$ cat src/mips_ie_pkg.sv
package mips_ie_pkg;

  localparam int unsigned RegCount = 32;
  localparam logic [31:0] StartReset = 32'h0040_0000;

  localparam logic [5:0] OP_SPECIAL = 6'h00;
  localparam logic [5:0] OP_REGIMM  = 6'h01;
  localparam logic [5:0] OP_J       = 6'h02;
  localparam logic [5:0] OP_BEQ     = 6'h04;
  localparam logic [5:0] OP_BNE     = 6'h05;
  localparam logic [5:0] OP_BLEZ    = 6'h06;
  localparam logic [5:0] OP_BGTZ    = 6'h07;
  localparam logic [5:0] OP_ADDI    = 6'h08;
  localparam logic [5:0] OP_ADDIU   = 6'h09;
  localparam logic [5:0] OP_SLTI    = 6'h0A;
  localparam logic [5:0] OP_ANDI    = 6'h0C;
  localparam logic [5:0] OP_LUI     = 6'h0F;

  localparam logic [5:0] FN_SLL   = 6'h00;
  localparam logic [5:0] FN_SRL   = 6'h02;
  localparam logic [5:0] FN_SRA   = 6'h03;
  localparam logic [5:0] FN_MFHI  = 6'h10;
  localparam logic [5:0] FN_MTHI  = 6'h11;
  localparam logic [5:0] FN_MFLO  = 6'h12;
  localparam logic [5:0] FN_MTLO  = 6'h13;
  localparam logic [5:0] FN_MULT  = 6'h18;
  localparam logic [5:0] FN_MULTU = 6'h19;
  localparam logic [5:0] FN_DIV   = 6'h1A;
  localparam logic [5:0] FN_DIVU  = 6'h1B;
  localparam logic [5:0] FN_ADD   = 6'h20;
  localparam logic [5:0] FN_ADDU  = 6'h21;
  localparam logic [5:0] FN_SUB   = 6'h22;
  localparam logic [5:0] FN_SUBU  = 6'h23;
  localparam logic [5:0] FN_AND   = 6'h24;
  localparam logic [5:0] FN_OR    = 6'h25;
  localparam logic [5:0] FN_XOR   = 6'h26;
  localparam logic [5:0] FN_NOR   = 6'h27;
  localparam logic [5:0] FN_SLT   = 6'h2A;

  localparam logic [1:0] MD_MULT  = 2'd0;
  localparam logic [1:0] MD_MULTU = 2'd1;
  localparam logic [1:0] MD_DIV   = 2'd2;
  localparam logic [1:0] MD_DIVU  = 2'd3;

  typedef struct packed {
    logic       start;
    logic [1:0] op;
  } md_req_t;

  typedef struct packed {
    logic busy;
    logic done;
  } md_stat_t;

endpackage

$ cat src/mips_ie_muldiv.sv
module mips_ie_muldiv
  import mips_ie_pkg::*;
(
  input  logic        clk,
  input  logic        rst,
  input  md_req_t     req,
  input  logic [31:0] a,
  input  logic [31:0] b,
  output md_stat_t    stat,
  output logic [31:0] hi,
  output logic [31:0] lo
);

  // shift-add multiply and restoring divide on magnitudes, one bit a cycle
  logic [5:0]  cnt;
  logic        busy;
  logic        done;
  logic        is_div;
  logic        neg_q;
  logic        neg_r;
  logic        dz;
  logic [31:0] dvsr;
  logic [31:0] orig_a;
  logic [63:0] acc;
  logic [31:0] ma;
  logic [31:0] mb;
  logic        sgn;
  logic [32:0] sum;
  logic [32:0] diff;
  logic [63:0] prod_n;
  logic [31:0] q_n;
  logic [31:0] r_n;

  assign sgn = (req.op == MD_MULT) || (req.op == MD_DIV);
  assign ma  = (sgn && a[31]) ? (~a + 32'd1) : a;
  assign mb  = (sgn && b[31]) ? (~b + 32'd1) : b;
  assign sum  = {1'b0, acc[63:32]} + (acc[0] ? {1'b0, dvsr} : 33'd0);
  assign diff = {acc[63:31]} - {1'b0, dvsr};

  always_ff @(posedge clk) begin
    if (rst) begin
      busy <= 1'b0;
      done <= 1'b0;
      cnt  <= '0;
    end else begin
      done <= 1'b0;
      if (req.start && !busy) begin
        busy <= 1'b1;
        cnt  <= 6'd32;
      end else if (busy) begin
        cnt <= cnt - 6'd1;
        if (cnt == 6'd1) begin
          busy <= 1'b0;
          done <= 1'b1;
        end
      end
    end
  end

  always_ff @(posedge clk) begin
    if (req.start && !busy) begin
      is_div <= req.op[1];
      dvsr   <= mb;
      orig_a <= a;
      dz     <= (b == 32'd0);
      neg_q  <= sgn && (a[31] ^ b[31]);
      neg_r  <= sgn && a[31];
      acc    <= {32'd0, ma};
    end else if (busy) begin
      if (!is_div) begin
        acc <= {sum, acc[31:1]};
      end else if (!diff[32]) begin
        acc <= {diff[31:0], acc[30:0], 1'b1};
      end else begin
        acc <= {acc[62:0], 1'b0};
      end
    end
  end

  assign prod_n = neg_q ? (64'd0 - acc) : acc;
  assign q_n    = neg_q ? (~acc[31:0] + 32'd1) : acc[31:0];
  assign r_n    = neg_r ? (~acc[63:32] + 32'd1) : acc[63:32];

  always_comb begin
    if (!is_div) begin
      hi = prod_n[63:32];
      lo = prod_n[31:0];
    end else if (dz) begin
      hi = orig_a;
      lo = 32'hFFFF_FFFF;
    end else begin
      hi = r_n;
      lo = q_n;
    end
  end

  assign stat.busy = busy;
  assign stat.done = done;

  a_done_idle: assert property (@(posedge clk) disable iff (rst) done |-> !busy)
    else $error("muldiv done while busy");
  a_busy_count: assert property (@(posedge clk) disable iff (rst) busy |-> cnt != 6'd0)
    else $error("muldiv busy with zero count");
  a_start_busy: assert property (@(posedge clk) disable iff (rst)
    (req.start && !busy) |=> busy)
    else $error("muldiv start not taken");

endmodule

$ cat src/mips32_integer_execute.sv
// channel  dir  signals                  content
// s_axis   in   tvalid tready tdata[31:0] instruction_word
// m_axis   out  tvalid tready tdata[135:0] next_pc, written flag, index, value, hi, lo, unknown
// apb      in   psel penable pwrite paddr pwdata prdata pready; start_address at 0
//
// an instruction passes through register file read (registered memory), execute and
// write back, and result load; multiply and divide add a wait on the one-bit-a-cycle unit
// one instruction in flight at a time; the result register lets the next read start
// while the result waits for tready
// rst loads pc with the start_address reset value and clears hi, lo; the 32-entry file
// is cleared by a sweep over every entry after reset, during which s_tready stays low
module mips32_integer_execute
  import mips_ie_pkg::*;
#(
  parameter int unsigned REG_COUNT = RegCount
) (
  input  logic         clk,
  input  logic         rst,
  input  logic         s_tvalid,
  output logic         s_tready,
  input  logic [31:0]  s_tdata,   // instruction_word
  output logic         m_tvalid,
  input  logic         m_tready,
  // next_pc[31:0] reg_written[32] dest_index[37:33] dest_value[69:38]
  // hi_value[101:70] lo_value[133:102] unknown_instr[134] zero pad[135]
  output logic [135:0] m_tdata,
  input  logic         psel,
  input  logic         penable,
  input  logic         pwrite,
  input  logic         paddr,
  input  logic [31:0]  pwdata,
  output logic [31:0]  prdata,
  output logic         pready
);

  localparam int unsigned IW = $clog2(REG_COUNT);

  localparam logic [2:0] ST_CLR  = 3'd0;
  localparam logic [2:0] ST_IDLE = 3'd1;
  localparam logic [2:0] ST_EXE  = 3'd2;
  localparam logic [2:0] ST_MD   = 3'd3;
  localparam logic [2:0] ST_OUT  = 3'd4;

  logic [31:0] start_address;
  logic [2:0]  state;
  logic [IW:0] clr_cnt;
  logic [31:0] pc;
  logic [31:0] hi_r;
  logic [31:0] lo_r;
  logic [31:0] ins;
  logic [31:0] rf [REG_COUNT];
  logic [31:0] rd_a;
  logic [31:0] rd_b;
  logic        we;
  logic [IW-1:0] wa;
  logic [31:0] wd;

  // result under build and result register
  logic [135:0] res;
  logic         res_valid;

  // decode
  logic [5:0]  op;
  logic [5:0]  fn;
  logic [4:0]  rt;
  logic [4:0]  rd;
  logic [4:0]  sa;
  logic [31:0] a;
  logic [31:0] b;
  logic [31:0] imm_s;
  logic [31:0] pc4;
  logic [31:0] btarget;
  logic [31:0] npc;
  logic [31:0] hi_n;
  logic [31:0] lo_n;
  logic [31:0] dv;
  logic [4:0]  di;
  logic        wr;
  logic        unk;
  logic        md;
  logic [1:0]  md_op;
  logic [31:0] sra_v;

  md_req_t     md_req;
  md_stat_t    md_stat;
  logic [31:0] md_hi;
  logic [31:0] md_lo;

  logic accept_in;
  logic accept_out;

  assign pready = 1'b1;
  assign prdata = start_address;

  always_ff @(posedge clk) begin
    if (rst) begin
      start_address <= StartReset;
    end else if (psel && penable && pwrite && !paddr) begin
      start_address <= pwdata;
    end
  end

  assign accept_in  = s_tvalid && s_tready;
  assign accept_out = m_tvalid && m_tready;
  assign s_tready   = (state == ST_IDLE);
  assign m_tvalid   = res_valid;

  // register file: one write port, two registered read ports
  always_ff @(posedge clk) begin
    if (we) begin
      rf[wa] <= wd;
    end
    rd_a <= rf[s_tdata[21 +: IW]];
    rd_b <= rf[s_tdata[16 +: IW]];
  end

  assign op = ins[31:26];
  assign rt = ins[20:16];
  assign rd = ins[15:11];
  assign sa = ins[10:6];
  assign fn = ins[5:0];
  // r0 holds zero after the clear and is never written, so no bypass needed
  assign a  = rd_a;
  assign b  = rd_b;
  assign imm_s   = {{16{ins[15]}}, ins[15:0]};
  assign pc4     = pc + 32'd4;
  assign btarget = pc4 + {imm_s[29:0], 2'b00};
  assign sra_v   = $signed(b) >>> sa;

  always_comb begin
    npc   = pc4;
    hi_n  = hi_r;
    lo_n  = lo_r;
    dv    = 32'd0;
    di    = 5'd0;
    wr    = 1'b0;
    unk   = 1'b0;
    md    = 1'b0;
    md_op = MD_MULT;
    case (op)
      OP_SPECIAL: begin
        wr = 1'b1;
        di = rd;
        case (fn)
          FN_ADD, FN_ADDU: dv = a + b;
          FN_SUB, FN_SUBU: dv = a - b;
          FN_AND:  dv = a & b;
          FN_OR:   dv = a | b;
          FN_XOR:  dv = a ^ b;
          FN_NOR:  dv = ~(a | b);
          FN_SLT:  dv = {31'd0, $signed(a) < $signed(b)};
          FN_SLL:  dv = b << sa;
          FN_SRL:  dv = b >> sa;
          FN_SRA:  dv = sra_v;
          FN_MFHI: dv = hi_r;
          FN_MFLO: dv = lo_r;
          FN_MTHI: begin wr = 1'b0; hi_n = a; end
          FN_MTLO: begin wr = 1'b0; lo_n = a; end
          FN_MULT:  begin wr = 1'b0; md = 1'b1; md_op = MD_MULT; end
          FN_MULTU: begin wr = 1'b0; md = 1'b1; md_op = MD_MULTU; end
          FN_DIV:   begin wr = 1'b0; md = 1'b1; md_op = MD_DIV; end
          FN_DIVU:  begin wr = 1'b0; md = 1'b1; md_op = MD_DIVU; end
          default: begin wr = 1'b0; unk = 1'b1; end
        endcase
      end
      OP_REGIMM: begin
        if (rt == 5'd0) begin
          if (a[31]) npc = btarget;
        end else if (rt == 5'd1) begin
          if (!a[31]) npc = btarget;
        end else begin
          unk = 1'b1;
        end
      end
      OP_ADDI, OP_ADDIU: begin wr = 1'b1; di = rt; dv = a + imm_s; end
      OP_SLTI: begin wr = 1'b1; di = rt; dv = {31'd0, $signed(a) < $signed(imm_s)}; end
      OP_ANDI: begin wr = 1'b1; di = rt; dv = {16'd0, a[15:0] & ins[15:0]}; end
      OP_LUI:  begin wr = 1'b1; di = rt; dv = {ins[15:0], 16'd0}; end
      OP_BEQ:  if (a == b) npc = btarget;
      OP_BNE:  if (a != b) npc = btarget;
      OP_BLEZ: if (a[31] || a == 32'd0) npc = btarget;
      OP_BGTZ: if (!a[31] && a != 32'd0) npc = btarget;
      OP_J:    npc = {pc4[31:28], ins[25:0], 2'b00};
      default: unk = 1'b1;
    endcase
    if (di == 5'd0) begin
      wr = 1'b0;
    end
    if (!wr) begin
      di = 5'd0;
      dv = 32'd0;
    end
  end

  assign md_req.start = (state == ST_EXE) && md;
  assign md_req.op    = md_op;

  mips_ie_muldiv u_md (
    .clk  (clk),
    .rst  (rst),
    .req  (md_req),
    .a    (a),
    .b    (b),
    .stat (md_stat),
    .hi   (md_hi),
    .lo   (md_lo)
  );

  // write port: clearing sweep or execute write back
  always_comb begin
    if (state == ST_CLR) begin
      we = 1'b1;
      wa = clr_cnt[IW-1:0];
      wd = 32'd0;
    end else begin
      we = (state == ST_EXE) && wr;
      wa = di[IW-1:0];
      wd = dv;
    end
  end

  always_ff @(posedge clk) begin
    if (rst) begin
      state     <= ST_CLR;
      clr_cnt   <= '0;
      pc        <= StartReset;
      hi_r      <= 32'd0;
      lo_r      <= 32'd0;
      res_valid <= 1'b0;
    end else begin
      // loaded from the out state when free or draining, else held until the transfer
      res_valid <= (state == ST_OUT && (!res_valid || m_tready)) ||
                   (res_valid && !m_tready);
      case (state)
        ST_CLR: begin
          clr_cnt <= clr_cnt + 1'b1;
          if (clr_cnt == (IW+1)'(REG_COUNT - 1)) begin
            state <= ST_IDLE;
          end
        end
        ST_IDLE: begin
          if (accept_in) begin
            state <= ST_EXE;
          end
        end
        ST_EXE: begin
          pc <= npc;
          if (md) begin
            state <= ST_MD;
          end else begin
            hi_r  <= hi_n;
            lo_r  <= lo_n;
            state <= ST_OUT;
          end
        end
        ST_MD: begin
          if (md_stat.done) begin
            hi_r  <= md_hi;
            lo_r  <= md_lo;
            state <= ST_OUT;
          end
        end
        ST_OUT: begin
          // result register free or being drained this cycle
          if (!res_valid || m_tready) begin
            state <= ST_IDLE;
          end
        end
        default: state <= ST_IDLE;
      endcase
    end
  end

  always_ff @(posedge clk) begin
    if (accept_in) begin
      ins <= s_tdata;
    end
    if (state == ST_EXE) begin
      res[31:0]   <= npc;
      res[32]     <= wr;
      res[37:33]  <= di;
      res[69:38]  <= dv;
      res[134]    <= unk;
      res[135]    <= 1'b0;
    end
    if (state == ST_OUT) begin
      res[101:70]  <= hi_r;
      res[133:102] <= lo_r;
    end
    if (state == ST_OUT && (!res_valid || m_tready)) begin
      m_tdata <= {res[135:134], lo_r, hi_r, res[69:0]};
    end
  end

  a_ready_idle: assert property (@(posedge clk) disable iff (rst)
    s_tready |-> state == ST_IDLE)
    else $error("ready outside idle");
  a_clear_closed: assert property (@(posedge clk) disable iff (rst)
    state == ST_CLR |-> !accept_in)
    else $error("item taken during clear");
  a_md_wait: assert property (@(posedge clk) disable iff (rst)
    md_stat.busy |-> state == ST_MD)
    else $error("muldiv busy outside wait");

endmodule
$ cat config.mk
export PLATFORM = sky130hd
export DESIGN_NAME = mips32_integer_execute
export DESIGN_NICKNAME = d
export VERILOG_FILES = /design/src/mips_ie_pkg.sv /design/src/mips_ie_muldiv.sv /design/src/mips32_integer_execute.sv
export SDC_FILE = /design/constraint.sdc
export NUM_CORES = 2
export LEC_CHECK = 0
export BUFFER_PORTS_ARGS = -buffer_cell sky130_fd_sc_hd__buf_2
export CORE_MARGIN = 8
export CORE_UTILIZATION = 44
export CTS_BUF_LIST = sky130_fd_sc_hd__clkbuf_8
export DETAILED_ROUTE_END_ITERATION = 10
export GPL_ROUTABILITY_DRIVEN = 0
export GPL_TIMING_DRIVEN = 0
export PLACE_DENSITY = 0.64
export RECOVER_POWER = 50
export SETUP_SLACK_MARGIN = 0.2
export SYNTH_ARGS = -nofsm -noshare
export SYNTH_HDL_FRONTEND = slang
export SYNTH_SLANG_ARGS = --single-unit
$ cat constraint.sdc
create_clock -name clk -period 6.45 [get_ports clk]
set_input_delay 1.6125 -clock clk [delete_from_list [all_inputs] [get_ports clk]]
set_output_delay 1.6125 -clock clk [all_outputs]
set_load 0.01 [all_outputs]
# [After elaboration in Yosys (flattened, before gate mapping)]
# Memory sizes are Yosys's and may differ from the RTL's. A register that Yosys moved wholly into a read port is not among the register bits.
# Cells that the tools add are included.
[totals] register_bits=516 mem_bits_rw=1024 word_cells=213 n_memories=1
[classes] n_addsub=14 n_lt_le_gt_ge=2 n_eq_ne=48 shift=3 muxes=66 n_bitwise=11 n_reduce_logical=46
[memory_table] memory="rf" depth=32 word_bits=32 rd=2 rd_ports_with_merged_regs=2 write_ports=1 line_no="mips32_integer_execute.sv:51" text="logic [31:0] rf [REG_COUNT];"
[ops] op="32-bit two-way mux" n=29
[ops] op="32-bit one-hot mux with 12 select lines" n=1
[ops] op="64-bit two-way mux" n=3
[ops] op="32-bit one-hot mux with 6 select lines" n=1
[ops] op="32-bit NOT" n=5
[ops] op="32-bit one-hot mux with 5 select lines" n=1
[ops] op="32-bit by 1-bit adder with 32-bit output, second input constant" n=4
[ops] op="32-bit one-hot mux with 2 select lines" n=2
[ops] op="32-bit adder" n=3
[ops] op="32-bit zero test" n=2
[ops] op="1-bit by 64-bit subtractor with 64-bit output, first input constant" n=1
[ops] op="6-bit by 5-bit == test with 1-bit output, second input constant" n=9
[ops] op="6-bit == test, second input constant" n=9
[ops] op="32-bit by 32-bit adder with 33-bit output" n=1
[ops] op="33-bit by 32-bit subtractor with 33-bit output" n=1
[ops] op="32-bit by 3-bit adder with 32-bit output, second input constant" n=1
[ops] op="32-bit AND" n=1
[ops] op="32-bit == test" n=1
[ops] op="32-bit by 16-bit less-than comparator with 1-bit output" n=1
[ops] op="32-bit less-than comparator" n=1
[ops] op="32-bit != test" n=1
[ops] op="32-bit bitwise OR" n=1
[ops] op="32-bit nonzero test" n=1
[ops] op="32-bit by 5-bit << shifter with 32-bit output" n=1
[ops] op="47 further kinds" n=109

# [Logic depth before layout (Yosys ltp)]
[depth] ltp_word=9 mapped_depth=17

# [Modules after synthesis]
# From an unflattened synthesis, not the netlist that was laid out.
[hier_totals] hier_cells=6908 hier_area_um2=89349.4
[modules_own_cells] mod="mips32_integer_execute" n_inst=1 cells_each=5269 area_per_inst_um2=76478.3 seq_area_each_um2=41940.2
[modules_own_cells] mod="mips_ie_muldiv" n_inst=1 cells_each=1639 area_per_inst_um2=12871.1 seq_area_each_um2=3803.6

# [Worst setup path before layout]
# No wires, ideal clock.
[synth_timing] path_type="flip-flop to flip-flop" from="register ins[8]" to="memory rf[0][18] (data pin)" setup_time_ps=467 arrival_time_ps=5060 t_required_ps=5983 path_slack_ps=922 stages_incl_launch_ff=16 n_path_buf=4 path_cell_list="edfxtp_1 clkbuf_1 inv_1 buf_1 buf_1 buf_1 ha_1 nor3_1 o211a_1 o211ai_1 a31oi_1 nor2_1 o221ai_1 xor2_1 o211a_1 a211oi_1"
[synth_via] elab_chain_len=5 word_cells_on_any_way=8
[synth_lines] element="start, declared" line_no="mips32_integer_execute.sv:50" text="logic [31:0] ins;"
[synth_lines] element="start signal, assigned" line_no="mips32_integer_execute.sv:276" text="ins <= s_tdata;"
[synth_lines] element="parallel branches: the longest is 2 deep, another holds 32-bit adder"
[synth_lines] element="32-bit one-hot mux with 5 select lines *" line_no="mips32_integer_execute.sv:140" text="case (op)"
[synth_lines] element="32-bit two-way mux *" line_no="mips32_integer_execute.sv:189" text="if (!wr) begin"
[synth_lines] element="32-bit two-way mux *" line_no="mips32_integer_execute.sv:211" text="if (state == ST_CLR) begin"
[synth_lines] element="via wd[18]" line_no="mips32_integer_execute.sv:56" text="logic [31:0] wd;"
[synth_lines] element="end, declared" line_no="mips32_integer_execute.sv:51"
# Mark *: on every way through the listed nets, which the timed path passes.

# [Worst setup path in the final report]
[layout_timing] from="register rd_a[2] (netlist: a[2]), read port of rf" to="memory rf[5][20] (data pin)"
[layout_via] elab_chain_len=5 word_cells_on_any_way=7
[layout_lines] element="start, declared" line_no="mips32_integer_execute.sv:52" text="logic [31:0] rd_a;"
[layout_lines] element="32-bit subtractor / 32-bit adder (equally long branches)" line_no="mips32_integer_execute.sv:146, mips32_integer_execute.sv:145"
[layout_lines] element="32-bit one-hot mux with 12 select lines" line_no="mips32_integer_execute.sv:144" text="case (fn)"
[layout_lines] element="32-bit one-hot mux with 5 select lines *" line_no="mips32_integer_execute.sv:140"
[layout_lines] element="32-bit two-way mux *" line_no="mips32_integer_execute.sv:189"
[layout_lines] element="32-bit two-way mux *" line_no="mips32_integer_execute.sv:211"
[layout_lines] element="via wd[20]" line_no="mips32_integer_execute.sv:56"
# The timed path passes the listed nets; every way through them passes the cells marked *.

==> results by stage <==
Global routing:
- The wire length of the first global-routing pass is approximately 470000 µm.
- The global-route usage over all layers is 30.09%.
- The largest net degree at the start of global routing is 61.
- The via count of the first global-routing pass is approximately 66000.
- The overflow left after global routing is 0.
- The initial antenna violation count is 27.

Floorplanning:
- The overall die area is approximately 0.22 mm².
- The die is between 400 and 500 µm tall.
- The initial standard-cell utilization of the core is 44.27%.
- The total core area is ~0.2 mm².
- The placement row count is 164.
- The die is about 460 µm wide.
- The number of primary I/O pins is around 240.

Placement:
- The worst slack after detailed placement is -358.0 ps.
- Buffers placed on the I/O ports in this run total between 200 and 250.
- Once detailed placement completed, the half-perimeter wirelength came to roughly 250000 µm.

Cells and area:
- Cells fill between 40% and 50% of the core in the end.
- Relative to the synthesized area, the layout overhead comes to 12.71%.
- The library cell used most frequently in the layout, excluding fill and tap cells, is edfxtp_1.
- In the layout the commonest cells are edfxtp_1, mux4_2, clkbuf_1, nor2_1, nand2_1.
- Cells with a size suffix above 1 make up 17.70% of the layout.
- The final layout net count is 7685.

Timing:
- Setup violations remaining at the end of the flow were counted as 60.
- Subtracting the final worst setup slack from the clock period gives 6518 ps.
- Across all setup checks in the final design, the least slack found is -67.77 ps.
- The final clock period utilization by the worst path is 101.1%.
- Setup total negative slack on the finished layout was measured at -2791 ps.
- On the final layout, the worst hold slack is about 400 ps.
- The number of failing hold endpoints at the final stage came to 0.
- At the pin with the least slew margin, the transition time is 3538 ps.
- The worst pin sits at a relative slew slack of -135.8%.
- The number of max-slew violations in the final report was roughly 250.
- Timing would allow up to 153.4 MHz.
- On the final layout, the worst clock skew is between 100 and 150 ps.
- Setup repair after global routing could not meet its margin everywhere.

Drt:
- In this run the remaining antenna-violating nets after routing total 0.
- The first-pass detailed-route iteration total is 11.
- The via count is 68430.
- The total routed wirelength is ~340000 µm.
- The via count normalized by instance count is between 6 and 7.
- The average wire per standard cell is 33.23 µm.
- The detailed router's first-iteration violation count is about 11000.
- For this run, design rule violations remaining after detail routing come to 64.

Clock tree:
- The clock transition at the register clock pins on the worst setup and hold paths after CTS is approximately 60 ps.
- The number of buffers added by the clock tree synthesis step is about 290.
- Hold repair after CTS inserted 0 buffers.
- The clock reaches the later pin of the worst-skew pair after roughly 1100 ps.
- The clock tree from TritonCTS is done.
- The clock tree synthesis step divided the H-tree into 5 levels.
- The number of buffers on the longest clock path is 4.
- The total clock sinks is roughly 1600.
- The clock root buffer master is clkbuf_8.

Setup path:
- The worst setup path is captured at a register.
- In this run the critical register-to-register path is launched from a[2].
- At the worst endpoint, the required time is 7220 ps.
- STA puts the critical path data arrival time at about 7300 ps.
- Measured in cells, the most critical reg-to-reg path has a length of 14.
- In this run the critical register-to-register path is captured at rf[5][20].
- Setup slack on the worst reg-to-reg path comes out at -70 ps.
- The kind of start point of the critical path is a register.
- The maximum net fanout on the critical path is 28.
- The critical path in this run is classified as register to register.

Power and ir drop:
- The clock network is responsible for roughly a third of the overall power.
- The part of the total power dissipated in sequential elements is 47.2%.
- Cell internal power was estimated by the tool at 18.19 mW.
- The largest voltage drop on the vdd net is around 0.23 mV.
- The switching power is 8.024 mW.
- Power spread over the standard cell area amounts to about 260 mW/mm².
- Of the total power, combinational logic draws 18.7%.
- The switching share of power is between 30% and 40%.
- Summed over all cells, the static leakage comes to between 30 and 40 nW.

Hold path:
- Counting instances, the worst hold path has a depth of 0.
- For hold timing, the worst endpoint is m_tdata[28].
- In this run the most critical hold path is launched from res[28].
- The path category of the worst min-delay check is register to register.

Synthesis:
- The number of synthesized flops with an enable pin is 1362.
- The flip-flop and latch count after synthesis is roughly 1600.
- After synthesis, the largest family of logic cells by area is multiplexers.
- Synthesis produced ~6700 cells.
- Summing the areas of all and, or, nand and nor instances in the mapped netlist gives around 7.5% of the synthesized area.
- The number of different library cells used by synthesis comes to around 90.
- The post-synthesis cell type with the largest combined area is edfxtp_1.
- The share of the Yosys chip area taken by registers is a little over 50%.
- After Yosys synthesis, XOR and XNOR cells account for roughly 3.1% of the synthesized area.
- The adder-cell share of the synthesized area is 3.930%.
- The most frequently used flop master after synthesis is edfxtp_1.
- In this run the biggest area consumer among cell types represents between 40% and 50% of the synthesized area.
- The proportion of synthesized flip-flops having asynchronous set or reset is 0%.
- When the netlist entered floorplanning its net count stood at around 7000.
- A synthesized cell averages ~13 µm².
- Ranked by total cell area, the synthesized netlist is headed by edfxtp_1, mux4_2, dfxtp_1, ha_1, a21oi_1.
- The share of cell area taken by muxes after synthesis is 19.98%.
- The Yosys step of the flow raised 0 warnings.
- The share of the synthesized area in compound gates (AO/OA/AOI/OAI) is between 10% and 20%.
- Summing every instance area after synthesis gives roughly 0.088 mm².

Job:
- The max-cap check violation count is 9.

Outcome:
- The flow ran to the end, but the final reports show violations.
- The checks that failed: DRC, capacitance limit, slew limit, setup timing.
==> repair_timing <==
item,in CTS,in global routing
pin swaps,12,9
hold endpoints to repair,0,0
buffers inserted,22,13
setup endpoints to repair,1350,695
resized for setup,13,16
==> cell usage after synthesis, drive strengths merged, types with 84 or more instances <==
cell	number
xor2	84
buf	101
nand2	444
edfxtp	1362
nor2	488
nor3	122
a21oi	397
mux2i	140
ha	268
dfxtp	242
mux4	677
mux2	90
clkbuf	358
inv	220
o21ai	360
xnor2	225
==> critical path, cell delays in order, from the launching register on <==
cell and delay [ps]:
dfxtp_1 950, inv_1 290, ha_1 360, clkbuf_1 390
nor2_1 130, o311ai_0 620, a31o_2 350, o211ai_1 120
a2111oi_0 1100, o31ai_1 170, xnor2_1 190, a221o_1 390
a221oi_2 750, nor2_2 200, buf_8 230
==> cell families (layout without fill, tap and decap cells) <==
| group | after synthesis | in the layout |
|---|---|---|
| AO/OA/AOI/OAI | 1475 | 1475 |
| XOR/XNOR | 309 | 309 |
| adder cells (fa/ha/maj) | 274 | 274 |
| buffers and inverters | 682 | 1525 |
| flip-flops | 1604 | 1604 |
| multiplexers | 907 | 907 |
| other | 2 | 20 |
| AND/OR/NAND/NOR | 1441 | 1441 |
==> cell type report <==
type,count,area [µm²]
flip-flops and latches,1604,45740
fillers,17210,100000
inverters,223,840.8
multi-input cells,4408,40300
plain buffers,459,1772
clock buffers,306,4212
diodes,18,45.04
well taps,2656,3323
clock inverters,181,923.4
repair buffers,356,2465
==> per-layer routing <==
layer | track usage (%) | wire length [µm]
met1 | 36.28 | 114300
met2 | 44.80 | 145900
met3 | 11.06 | 47990
met4 | 20.93 | 30970
met5 | 0 | 77
==> state kept, by name (all words and copies together), names as in the netlist, 64 cells and up <==
| signal | cells |
|---|---|
| rf | 1024 |
| m_tdata | 135 |
| res | 71 |
| u_md.acc | 64 |
==> power by group through the flow <==
stage / Clock, mW / Combinational (mW) / Sequential, mW
4_1_cts: 8.98 / 4.85 / 12.3
3_3_place_gp: 0 / 4.56 / 12.6
5_1_grt: 9.43 / 5.14 / 12.4
2_1_floorplan: 0 / 3.01 / 12.4
6_report: 8.92 / 4.91 / 12.4
3_5_place_dp: 0 / 4.78 / 12.5
==> through the flow <==
stage / power, mW / area, µm² / cells
2_1_floorplan: 15.41 / 88390 / 6694
3_3_place_gp: 17.14 / 92910 / 9589
3_5_place_dp: 17.31 / 94650 / 9667
4_1_cts: 26.13 / 100100 / 10180
5_1_grt: 26.97 / 99600 / 10200
6_report: 26.21 / 99620 / 10210
==> how the worst max path moves through the flow <==
stage | start | endpoint | slack (ps)
3_5_place_dp | ins[15] | rf[17][7] | -360
5_1_grt | ins[8] | rf[4][30] | 70
2_1_floorplan | ins[8] | rf[0][18] | 920
4_1_cts | ins[8] | rf[12][17] | 230
3_3_place_gp | ins[15] | rf[29][9] | -3150
6_report | a[2] | rf[5][20] | -70
(Power assumes the default switching activity.)
